[src/cbc_pkg.sv]
`timescale 1ns / 1ps
package cbc_pkg;

	localparam int DEF_MAX_WIDTH  = 1024;
	localparam int DEF_MAX_HEIGHT = 1024;
	localparam int DEF_FRAC_BITS  = 4;

	localparam int PIX_W      = 8;
	localparam int SUM_W      = 30;
	localparam int TOTAL_W    = 21;
	localparam int CENT_W     = 14;
	localparam int SEL_W      = 2;
	localparam int IMG_W_W    = 11;
	localparam int IN_DATA_W  = 24;
	localparam int OUT_DATA_W = 56;
	localparam int OUT_PAD_W  = OUT_DATA_W - 3 * PIX_W - 2 * CENT_W;
	localparam int APB_DW     = 32;
	localparam int APB_AW     = 3;
	localparam int QUEUE_DEPTH = 4;
	localparam logic [15:0] IMG_W_RESET = 16'd640;

	localparam logic [SEL_W-1:0] SEL_RED   = 2'd0;
	localparam logic [SEL_W-1:0] SEL_BLUE  = 2'd1;
	localparam logic [SEL_W-1:0] SEL_GREEN = 2'd2;

	localparam logic REG_COLOR_SEL   = 1'b0;
	localparam logic REG_IMAGE_WIDTH = 1'b1;

	// window bounds
	localparam logic [PIX_W-1:0] RED_R_MIN   = 8'd170;
	localparam logic [PIX_W-1:0] RED_G_MAX   = 8'd93;
	localparam logic [PIX_W-1:0] RED_B_MAX   = 8'd81;
	localparam logic [PIX_W-1:0] BLUE_B_MIN  = 8'd220;
	localparam logic [PIX_W-1:0] BLUE_G_MAX  = 8'd165;
	localparam logic [PIX_W-1:0] BLUE_R_MAX  = 8'd55;
	localparam logic [PIX_W-1:0] GREEN_G_MIN = 8'd176;
	localparam logic [PIX_W-1:0] GREEN_R_MAX = 8'd78;
	localparam logic [PIX_W-1:0] GREEN_B_MAX = 8'd135;

	typedef struct packed {
		logic [PIX_W-1:0]   blue;
		logic [PIX_W-1:0]   green;
		logic [PIX_W-1:0]   red;
		logic               last;
		logic [SUM_W-1:0]   col_sum;
		logic [SUM_W-1:0]   row_sum;
		logic [TOTAL_W-1:0] total;
	} cbc_item_t;

	typedef enum logic {
		BK_PASS,
		BK_DIV
	} cbc_back_state_t;

endpackage

[src/color_blob_centroid.sv]
`timescale 1ns / 1ps
// Path: a plain pixel item passes through a queue entry and the output register to m_*; a frame's
// last item waits in the queue while two restoring dividers (one bit per cycle) run, then loads m_*.
// Throughput: one pixel per cycle within a frame while m_tready stays high. A frame end holds the back end
// until both dividers finish; the 4-entry queue takes input until full, then s_tready drops.
// Async reset (arst_n low) clears counters, sums, queue and output valid;
// color_select resets to 0, image_width to 640.
module color_blob_centroid #(
	parameter int MAX_WIDTH  = cbc_pkg::DEF_MAX_WIDTH,
	parameter int MAX_HEIGHT = cbc_pkg::DEF_MAX_HEIGHT,
	parameter int FRAC_BITS  = cbc_pkg::DEF_FRAC_BITS
) (
	input  logic                           clk,
	input  logic                           arst_n,
	input  logic                           s_tvalid,
	output logic                           s_tready,
	// pixel_blue[7:0], pixel_green[15:8], pixel_red[23:16]
	input  logic [cbc_pkg::IN_DATA_W-1:0]  s_tdata,
	input  logic                           s_tlast,
	output logic                           m_tvalid,
	input  logic                           m_tready,
	// out_blue[7:0], out_green[15:8], out_red[23:16], centroid_col[37:24],
	// centroid_row[51:38], zero pad [55:52]
	output logic [cbc_pkg::OUT_DATA_W-1:0] m_tdata,
	output logic                           m_tlast,
	input  logic                           psel,
	input  logic                           penable,
	input  logic                           pwrite,
	input  logic [cbc_pkg::APB_AW-1:0]     paddr,
	input  logic [cbc_pkg::APB_DW-1:0]     pwdata,
	output logic [cbc_pkg::APB_DW-1:0]     prdata,
	output logic                           pready
);
	import cbc_pkg::*;

	logic [SEL_W-1:0]   color_select_q;
	logic [IMG_W_W-1:0] image_width_q;
	logic               cfg_wr;
	logic               push_valid, push_ready, pop_valid, pop_ready;
	cbc_item_t          push_item, pop_item;

	assign pready = 1'b1;
	assign cfg_wr = psel && penable && pwrite;

	always_ff @(posedge clk or negedge arst_n) begin
		if (!arst_n) begin
			color_select_q <= '0;
			image_width_q  <= IMG_W_RESET[IMG_W_W-1:0];
		end else if (cfg_wr) begin
			case (paddr[2])
				REG_COLOR_SEL:   color_select_q <= pwdata[SEL_W-1:0];
				REG_IMAGE_WIDTH: image_width_q  <= pwdata[IMG_W_W-1:0];
				default:         color_select_q <= color_select_q;
			endcase
		end
	end

	always_comb begin
		case (paddr[2])
			REG_COLOR_SEL:   prdata = APB_DW'(color_select_q);
			REG_IMAGE_WIDTH: prdata = APB_DW'(image_width_q);
			default:         prdata = '0;
		endcase
	end

	cbc_front #(
		.MAX_WIDTH  (MAX_WIDTH),
		.MAX_HEIGHT (MAX_HEIGHT)
	) u_front (
		.clk          (clk),
		.arst_n       (arst_n),
		.s_tvalid     (s_tvalid),
		.s_tready     (s_tready),
		.s_tdata      (s_tdata),
		.s_tlast      (s_tlast),
		.color_select (color_select_q),
		.image_width  (image_width_q),
		.push_valid   (push_valid),
		.push_ready   (push_ready),
		.push_item    (push_item)
	);

	cbc_queue #(.DEPTH(QUEUE_DEPTH)) u_queue (
		.clk        (clk),
		.arst_n     (arst_n),
		.push_valid (push_valid),
		.push_ready (push_ready),
		.push_item  (push_item),
		.pop_valid  (pop_valid),
		.pop_ready  (pop_ready),
		.pop_item   (pop_item)
	);

	cbc_back #(.FRAC_BITS(FRAC_BITS)) u_back (
		.clk       (clk),
		.arst_n    (arst_n),
		.pop_valid (pop_valid),
		.pop_ready (pop_ready),
		.pop_item  (pop_item),
		.m_tvalid  (m_tvalid),
		.m_tready  (m_tready),
		.m_tdata   (m_tdata),
		.m_tlast   (m_tlast)
	);

endmodule

[src/cbc_front.sv]
`timescale 1ns / 1ps
module cbc_front #(
	parameter int MAX_WIDTH  = cbc_pkg::DEF_MAX_WIDTH,
	parameter int MAX_HEIGHT = cbc_pkg::DEF_MAX_HEIGHT
) (
	input  logic                          clk,
	input  logic                          arst_n,
	input  logic                          s_tvalid,
	output logic                          s_tready,
	input  logic [cbc_pkg::IN_DATA_W-1:0] s_tdata,
	input  logic                          s_tlast,
	input  logic [cbc_pkg::SEL_W-1:0]     color_select,
	input  logic [cbc_pkg::IMG_W_W-1:0]   image_width,
	output logic                          push_valid,
	input  logic                          push_ready,
	output cbc_pkg::cbc_item_t            push_item
);
	import cbc_pkg::*;

	localparam int COL_W  = $clog2(MAX_WIDTH);
	localparam int ROW_W  = $clog2(MAX_HEIGHT);
	localparam int WCMP_W = (COL_W + 1 > IMG_W_W) ? COL_W + 1 : IMG_W_W;

	logic [COL_W-1:0]   column_q;
	logic [ROW_W-1:0]   row_q;
	logic [TOTAL_W-1:0] total_q;
	logic [SUM_W-1:0]   col_sum_q;
	logic [SUM_W-1:0]   row_sum_q;

	logic [PIX_W-1:0]   b, g, r;
	logic               hit;
	logic [PIX_W-1:0]   ob, og, orr;
	logic [TOTAL_W-1:0] total_nx;
	logic [SUM_W-1:0]   col_sum_nx, row_sum_nx;
	logic [SUM_W:0]     col_add, row_add;
	logic [WCMP_W-1:0]  width_ext, eff_width, col_inc;
	logic [ROW_W:0]     row_inc;
	logic               accept;

	assign b = s_tdata[PIX_W-1:0];
	assign g = s_tdata[2*PIX_W-1:PIX_W];
	assign r = s_tdata[3*PIX_W-1:2*PIX_W];

	always_comb begin
		hit = 1'b0;
		case (color_select)
			SEL_RED: begin
				hit = (g > b) && (r > b) && (r >= RED_R_MIN) && (g <= RED_G_MAX)
					&& (b <= RED_B_MAX);
			end
			SEL_BLUE: begin
				hit = (b > r) && (b > g) && (b >= BLUE_B_MIN) && (g <= BLUE_G_MAX)
					&& (r <= BLUE_R_MAX);
			end
			SEL_GREEN: begin
				hit = (g >= GREEN_G_MIN) && (r <= GREEN_R_MAX) && (r != '0)
					&& (b <= GREEN_B_MAX) && (b != '0) && (g > b) && (g > r);
			end
			default: begin
				hit = 1'b0;
			end
		endcase
	end

	always_comb begin
		ob  = b;
		og  = g;
		orr = r;
		if (hit) begin
			ob  = '0;
			og  = '0;
			orr = '0;
			case (color_select)
				SEL_RED:   orr = '1;
				SEL_BLUE:  ob  = '1;
				SEL_GREEN: og  = '1;
				default:   orr = '0;
			endcase
		end
	end

	// saturating accumulators
	assign col_add = {1'b0, col_sum_q} + (SUM_W + 1)'(column_q);
	assign row_add = {1'b0, row_sum_q} + (SUM_W + 1)'(row_q);

	always_comb begin
		total_nx   = total_q;
		col_sum_nx = col_sum_q;
		row_sum_nx = row_sum_q;
		if (hit) begin
			if (total_q != '1) begin
				total_nx = total_q + 1'b1;
			end
			col_sum_nx = col_add[SUM_W] ? '1 : col_add[SUM_W-1:0];
			row_sum_nx = row_add[SUM_W] ? '1 : row_add[SUM_W-1:0];
		end
	end

	assign width_ext = WCMP_W'(image_width);
	always_comb begin
		if (width_ext == '0) begin
			eff_width = WCMP_W'(1);
		end else if (width_ext > WCMP_W'(MAX_WIDTH)) begin
			eff_width = WCMP_W'(MAX_WIDTH);
		end else begin
			eff_width = width_ext;
		end
	end
	assign col_inc = WCMP_W'(column_q) + 1'b1;
	assign row_inc = (ROW_W + 1)'(row_q) + 1'b1;

	assign accept     = s_tvalid && push_ready;
	assign s_tready   = push_ready;
	assign push_valid = s_tvalid;

	always_comb begin
		push_item.blue    = ob;
		push_item.green   = og;
		push_item.red     = orr;
		push_item.last    = s_tlast;
		push_item.col_sum = col_sum_nx;
		push_item.row_sum = row_sum_nx;
		push_item.total   = total_nx;
	end

	always_ff @(posedge clk or negedge arst_n) begin
		if (!arst_n) begin
			column_q  <= '0;
			row_q     <= '0;
			total_q   <= '0;
			col_sum_q <= '0;
			row_sum_q <= '0;
		end else if (accept) begin
			if (s_tlast) begin
				column_q  <= '0;
				row_q     <= '0;
				total_q   <= '0;
				col_sum_q <= '0;
				row_sum_q <= '0;
			end else begin
				total_q   <= total_nx;
				col_sum_q <= col_sum_nx;
				row_sum_q <= row_sum_nx;
				if (col_inc >= eff_width) begin
					column_q <= '0;
					// row sticks at the bottom line on overtall frames
					if (row_inc < (ROW_W + 1)'(MAX_HEIGHT)) begin
						row_q <= row_inc[ROW_W-1:0];
					end
				end else begin
					column_q <= col_inc[COL_W-1:0];
				end
			end
		end
	end

endmodule

[src/cbc_queue.sv]
`timescale 1ns / 1ps
module cbc_queue #(
	parameter int DEPTH = cbc_pkg::QUEUE_DEPTH
) (
	input  logic               clk,
	input  logic               arst_n,
	input  logic               push_valid,
	output logic               push_ready,
	input  cbc_pkg::cbc_item_t push_item,
	output logic               pop_valid,
	input  logic               pop_ready,
	output cbc_pkg::cbc_item_t pop_item
);
	import cbc_pkg::*;

	localparam int PTR_W = (DEPTH > 1) ? $clog2(DEPTH) : 1;
	localparam int CNT_W = $clog2(DEPTH + 1);

	cbc_item_t        mem_q [DEPTH];
	logic [PTR_W-1:0] wr_ptr_q, rd_ptr_q;
	logic [CNT_W-1:0] count_q;
	logic             do_push, do_pop;

	assign push_ready = (count_q != CNT_W'(DEPTH));
	assign pop_valid  = (count_q != '0);
	assign pop_item   = mem_q[rd_ptr_q];
	assign do_push    = push_valid && push_ready;
	assign do_pop     = pop_valid && pop_ready;

	always_ff @(posedge clk) begin
		if (do_push) begin
			mem_q[wr_ptr_q] <= push_item;
		end
	end

	always_ff @(posedge clk or negedge arst_n) begin
		if (!arst_n) begin
			wr_ptr_q <= '0;
			rd_ptr_q <= '0;
			count_q  <= '0;
		end else begin
			if (do_push) begin
				wr_ptr_q <= (wr_ptr_q == PTR_W'(DEPTH - 1)) ? '0 : wr_ptr_q + 1'b1;
			end
			if (do_pop) begin
				rd_ptr_q <= (rd_ptr_q == PTR_W'(DEPTH - 1)) ? '0 : rd_ptr_q + 1'b1;
			end
			case ({do_push, do_pop})
				2'b10:   count_q <= count_q + 1'b1;
				2'b01:   count_q <= count_q - 1'b1;
				default: count_q <= count_q;
			endcase
		end
	end

endmodule

[src/cbc_div.sv]
`timescale 1ns / 1ps
module cbc_div #(
	parameter int FRAC_BITS = cbc_pkg::DEF_FRAC_BITS
) (
	input  logic                        clk,
	input  logic                        arst_n,
	input  logic                        start,
	input  logic [cbc_pkg::SUM_W-1:0]   sum,
	input  logic [cbc_pkg::TOTAL_W-1:0] count,
	output logic                        busy,
	output logic [cbc_pkg::CENT_W-1:0]  quotient
);
	import cbc_pkg::*;

	localparam int DVD_W = SUM_W + FRAC_BITS;
	localparam int CNT_W = $clog2(DVD_W + 1);

	logic               busy_q;
	logic [CNT_W-1:0]   cnt_q;
	logic [TOTAL_W-1:0] rem_q, dvr_q;
	logic [DVD_W-1:0]   dq_q;   // dividend bits shift out, quotient bits shift in
	logic [TOTAL_W:0]   trial, diff;
	logic               fits;

	assign trial = {rem_q, dq_q[DVD_W-1]};
	assign diff  = trial - {1'b0, dvr_q};
	assign fits  = (trial >= {1'b0, dvr_q});

	always_ff @(posedge clk or negedge arst_n) begin
		if (!arst_n) begin
			busy_q <= 1'b0;
			cnt_q  <= '0;
		end else if (start) begin
			busy_q <= 1'b1;
			cnt_q  <= CNT_W'(DVD_W);
		end else if (busy_q) begin
			cnt_q <= cnt_q - 1'b1;
			if (cnt_q == CNT_W'(1)) begin
				busy_q <= 1'b0;
			end
		end
	end

	always_ff @(posedge clk) begin
		if (start) begin
			rem_q <= '0;
			dvr_q <= count;
			dq_q  <= DVD_W'(sum) << FRAC_BITS;
		end else if (busy_q) begin
			rem_q <= fits ? diff[TOTAL_W-1:0] : trial[TOTAL_W-1:0];
			dq_q  <= {dq_q[DVD_W-2:0], fits};
		end
	end

	assign busy = busy_q;

	always_comb begin
		if (dvr_q == '0) begin
			quotient = '0;
		end else if (|dq_q[DVD_W-1:CENT_W]) begin
			quotient = '1;
		end else begin
			quotient = dq_q[CENT_W-1:0];
		end
	end

endmodule

[src/cbc_back.sv]
`timescale 1ns / 1ps
module cbc_back #(
	parameter int FRAC_BITS = cbc_pkg::DEF_FRAC_BITS
) (
	input  logic                           clk,
	input  logic                           arst_n,
	input  logic                           pop_valid,
	output logic                           pop_ready,
	input  cbc_pkg::cbc_item_t             pop_item,
	output logic                           m_tvalid,
	input  logic                           m_tready,
	output logic [cbc_pkg::OUT_DATA_W-1:0] m_tdata,
	output logic                           m_tlast
);
	import cbc_pkg::*;

	cbc_back_state_t        state_q, state_nx;
	logic                   out_free, load, div_start;
	logic                   col_busy, row_busy, div_idle;
	logic [CENT_W-1:0]      col_q, row_q;
	logic                   m_valid_q, m_last_q;
	logic [OUT_DATA_W-1:0]  m_data_q;

	assign out_free = !m_valid_q || m_tready;
	assign div_idle = !col_busy && !row_busy;

	cbc_div #(.FRAC_BITS(FRAC_BITS)) u_div_col (
		.clk      (clk),
		.arst_n   (arst_n),
		.start    (div_start),
		.sum      (pop_item.col_sum),
		.count    (pop_item.total),
		.busy     (col_busy),
		.quotient (col_q)
	);

	cbc_div #(.FRAC_BITS(FRAC_BITS)) u_div_row (
		.clk      (clk),
		.arst_n   (arst_n),
		.start    (div_start),
		.sum      (pop_item.row_sum),
		.count    (pop_item.total),
		.busy     (row_busy),
		.quotient (row_q)
	);

	always_comb begin
		state_nx = state_q;
		case (state_q)
			BK_PASS: begin
				if (pop_valid && pop_item.last) begin
					state_nx = BK_DIV;
				end
			end
			BK_DIV: begin
				if (div_idle && out_free) begin
					state_nx = BK_PASS;
				end
			end
			default: begin
				state_nx = BK_PASS;
			end
		endcase
	end

	always_comb begin
		pop_ready = 1'b0;
		load      = 1'b0;
		div_start = 1'b0;
		case (state_q)
			BK_PASS: begin
				if (pop_valid) begin
					if (pop_item.last) begin
						div_start = 1'b1;
					end else if (out_free) begin
						pop_ready = 1'b1;
						load      = 1'b1;
					end
				end
			end
			BK_DIV: begin
				if (div_idle && out_free) begin
					pop_ready = 1'b1;
					load      = 1'b1;
				end
			end
			default: begin
				pop_ready = 1'b0;
			end
		endcase
	end

	always_ff @(posedge clk or negedge arst_n) begin
		if (!arst_n) begin
			state_q   <= BK_PASS;
			m_valid_q <= 1'b0;
			m_last_q  <= 1'b0;
		end else begin
			state_q <= state_nx;
			if (load) begin
				m_valid_q <= 1'b1;
				m_last_q  <= pop_item.last;
			end else if (m_tready) begin
				m_valid_q <= 1'b0;
			end
		end
	end

	always_ff @(posedge clk) begin
		if (load) begin
			if (state_q == BK_DIV) begin
				m_data_q <= {OUT_PAD_W'(0), row_q, col_q,
					pop_item.red, pop_item.green, pop_item.blue};
			end else begin
				m_data_q <= {OUT_PAD_W'(0), CENT_W'(0), CENT_W'(0),
					pop_item.red, pop_item.green, pop_item.blue};
			end
		end
	end

	assign m_tvalid = m_valid_q;
	assign m_tlast  = m_last_q;
	assign m_tdata  = m_data_q;

endmodule

[config.mk]
export PLATFORM = sky130hd
export DESIGN_NAME = color_blob_centroid
export DESIGN_NICKNAME = d
export VERILOG_FILES = /design/src/cbc_pkg.sv /design/src/color_blob_centroid.sv /design/src/cbc_front.sv /design/src/cbc_queue.sv /design/src/cbc_div.sv /design/src/cbc_back.sv
export SDC_FILE = /design/constraint.sdc
export NUM_CORES = 1
export LEC_CHECK = 0
export BUFFER_PORTS_ARGS = -buffer_cell sky130_fd_sc_hd__buf_2
export CAP_MARGIN = 20
export CORE_UTILIZATION = 56
export CTS_CLUSTER_DIAMETER = 50
export CTS_CLUSTER_SIZE = 10
export DETAILED_ROUTE_END_ITERATION = 6
export MAX_ROUTING_LAYER = met4
export PLACE_DENSITY = 0.77
export SLEW_MARGIN = 20
export SYNTH_ARGS = -nofsm -noshare
export SYNTH_HDL_FRONTEND = slang
export SYNTH_HIERARCHICAL = 1
export SYNTH_SLANG_ARGS = --single-unit
[constraint.sdc]
create_clock -name clk -period 7.1 [get_ports clk]
set_clock_uncertainty 0.1 [all_clocks]
set_input_delay 0.355 -clock clk [delete_from_list [all_inputs] [get_ports clk]]
set_output_delay 0.355 -clock clk [all_outputs]
set_load 0.01 [all_outputs]
==> flow_summary_export.csv <==
group,metric,value,unit
routing,drtPass1Iterations,5,
worst_setup_path,arrival,4800,ps
floorplan,die-height,259,um
clock_tree,tritoncts,"done",
routing,viasPerCell,6.35,
floorplan,start_util,0.571,
floorplan,chipWidth,259,um
finish,inserted_diodes,0,
placed_design,estimated_wirelength_of_the_detail_placed_design,56600,um
clock_tree,cts_made_buffers,96,
worst_setup_path,worstPathMaxFanout,25,
pwr,peakVddDrop,0.234,mV
worst_setup_path,cp-start-kind,"input pin",
global_routing,grt_max_degree,151,
clock_tree,clk-insertion-delay-late,630,ps
floorplan,coreArea,64900,sq um
yosys,synthesis.area_per_instance,13.0,sq um
clock_tree,clkSinkCount,766,
yosys,yosysUniqueCellTypes,104,
clock_tree,cts_hold_repair.buffers,14,
sta,relSlewSlack,0.267,
routing,post-route-drc-count,0,
routing,dr_total_vias,24600,
finish,multi_input_comb_area,14100,sq um
outcome,outcome,"completed",
global_routing,global_route_wire_length_before_repair,138000,um
finish,post_route_cells_drive_above_1_share,0.156,
finish,num-fill-cells,4634,
sta,maxSlewViolCount,0,
yosys,yosys_warnings,6,
clock_tree,clk_transition_reported_paths,50,ps
placed_design,gp_routability_congestion,0.918,
sta,period_minus_slack,4470,ps
routing,dr.first_iter.drc_count,2383,
global_routing,grt_remaining_overflow,0,
routing,post_detailed_route_count_of_antenna_violating_nets,0,
finish,seqCellArea,21800,sq um
placed_design,placement.io_buffers,109,
sta,layout_worst_path_cycle_share,0.629,
global_routing,grt_antenna_before_repair,0,
finish,flow.area_growth_from_synthesis,11.5,%
yosys,postSynth.topFlopCell,"edfxtp_1",
yosys,ys_seq_area_frac,0.588,
global_routing,number_of_global_route_vias_before_repair,24500,
sta,final_setup_fails,0,
floorplan,boundary_pin_count,159,
sta,grt_setup_unrepaired,"false",
yosys,post_synth_inst_count,2851,
clock_tree,post_cts_buffers,0,
sta,tns,0,ps
run,maxCapViolCount,0,
routing,drt-wirelength-per-cell,22.6,um
floorplan,number_of_rows_created_at_floorplan,93,
pwr,total_leakage_power,15.6,nW
worst_setup_path,criticalPathCategory,"in -> reg",
routing,wl,87900,um
sta,timing_worst_slew_pin_value,1100,ps
finish,fin_nets,3131,
pwr,report.power.total,16.5,mW
yosys,mappedNetlistArea,37100,sq um
worst_setup_path,endpoint_kind,"register",
global_routing,grtUsageTotal,0.272,
yosys,asr_flop_ratio_synth,0.180,
worst_setup_path,cp.required,7430,ps
hold_path,timing.hold.worst.class,"in -> reg",
sta,highest_clock_frequency_the_design_can_meet,224,MHz
pwr,power.density,398,nW/um^2
floorplan,die_area,67200,sq um
yosys,synth_seq_cells,766,
yosys,synth_enable_flop_cells,578,
sta,hold_violations,0,
clock_tree,clock_tree.root_cell,"clkbuf_16",
clock_tree,clk_path_buf_depth,3,
clock_tree,cts_max_level,3,
clock_tree,post_cts_resize_count,0,
[final timing paths]
path,start,end,slack (ps),cells past startpoint
max,s_tdata[23],u_queue/mem_q[2][71]$_DFFE_PP_,2630,12
min,penable,color_select_q[0]$_DFFE_PN0P_,40,3
max reg2reg,u_front/column_q[0]$_DFFE_PN0P_,u_queue/mem_q[2][66]$_DFFE_PP_,2840,10
min reg2reg,u_back/u_div_row/rem_q[20]$_SDFFE_PP0P_,u_back/u_div_row/rem_q[20]$_SDFFE_PP0P_,370,2
max in group asynchronous,arst_n,image_width_q[9]$_DFFE_PN1P_,5420,4
min in group asynchronous,arst_n,u_front/row_sum_q[22]$_DFFE_PN0P_,270,2
[report_power, final]
group	internal, mW	switching (mW)	leakage, nW	total [mW]
clock	2.72	1.80	1.41	4.52
sequential	6.14	0.683	7.75	6.82
combinational	2.18	2.95	6.43	5.13
[logic make-up after synthesis]
logic type,synth area share
other cells,0.000304
buf+inv,0.0363
mux,0.0828
fa+ha+maj,0.0398
flops,0.588
compound gates,0.127
simple gates,0.100
xor+xnor,0.0253
[cells in the final DEF, fill, tap and decap left out, types with 58 or more instances in the layout]
cell type,instances
dfrtp_1,134
nand3_1,58
nor2_1,175
o21ai_0,116
a21oi_1,105
a22o_1,65
buf_2,108
nand2_1,229
clkbuf_16,99
inv_1,110
ha_1,110
mux4_2,106
edfxtp_1,578
xnor2_1,80
[critical path: stages]
cell and delay [ps]:
dlygate4sd3_1 520, buf_2 200, inv_1 100, ha_1 290
nand4_1 110, a31oi_1 60, a211o_1 320, a2111o_1 500
a21o_1 520, a2111o_1 510, or3_1 840, a21oi_1 450
[layer usage]
metal / GRT usage / up-vias / wire, um
met5: - / - / 0
met4: 0.0995 / 0 / 2470
met3: 0.0368 / 172 / 5670
met2: 0.437 / 1054 / 43000
met1: 0.356 / 12300 / 36700
li1: - / 11100 / -
[cells in the mapped netlist (36+ instances only)]
cell / n / area [sq um]
o21ai_0: 117 / 586
buf_4: 37 / 278
a211oi_1: 36 / 270
dfxtp_1: 50 / 1000
clkbuf_1: 86 / 323
xnor2_1: 80 / 701
nor2_1: 179 / 672
and2_1: 56 / 350
mux4_2: 106 / 2390
dfrtp_1: 136 / 3400
nand2_1: 229 / 860
a22o_1: 65 / 569
edfxtp_1: 578 / 17400
ha_1: 110 / 1380
a21oi_1: 106 / 531
nand3_1: 58 / 290
inv_1: 112 / 420
and3_1: 40 / 250
nand4_1: 36 / 225
o21a_1: 46 / 345
[sequential cells by signal (all words and copies together) (netlist names), 2 cells and up]
name and count:
image_width_q 11, u_front/row_q 10, u_back/u_div_row/rem_q 21, u_queue/wr_ptr_q 2
u_back/u_div_col/dvr_q 21, u_back/u_div_row/dq_q 34, u_back/u_div_col/rem_q 21, u_queue/count_q 3
u_front/column_q 10, u_back/u_div_col/dq_q 34, color_select_q 2, u_back/m_tdata 52
u_front/col_sum_q 30, u_queue/rd_ptr_q 2, u_back/u_div_col/cnt_q 6, u_front/row_sum_q 30
u_queue/mem_q 424, u_back/u_div_row/cnt_q 6, u_front/total_q 21, u_back/u_div_row/dvr_q 21
[cell type report]
type | instances | share of cell area
repair buffers | 153 | 0.0235
well taps | 855 | 0.0259
clock inverters | 22 | 0.00563
flip-flops and latches | 766 | 0.528
clock buffers | 154 | 0.0657
multi-input cells | 1818 | 0.341
inverters | 114 | 0.0104
[through the flow]
step | instance area (sq um) | util | hold WS (ps) | instances | setup slack (ps)
2_1_floorplan | 37200 | - | -40.6 | 2874 | 414
3_3_place_gp | 38200 | 0.588 | 279 | 3688 | 2430
3_5_place_dp | 38200 | 0.588 | 295 | 3688 | 2360
4_1_cts | 41200 | 0.635 | 8.77 | 3878 | 2670
5_1_grt | 41300 | 0.637 | 47.9 | 3882 | 2490
6_report | 41300 | 0.637 | 43.5 | 3882 | 2630
(Power assumes the default switching activity.)
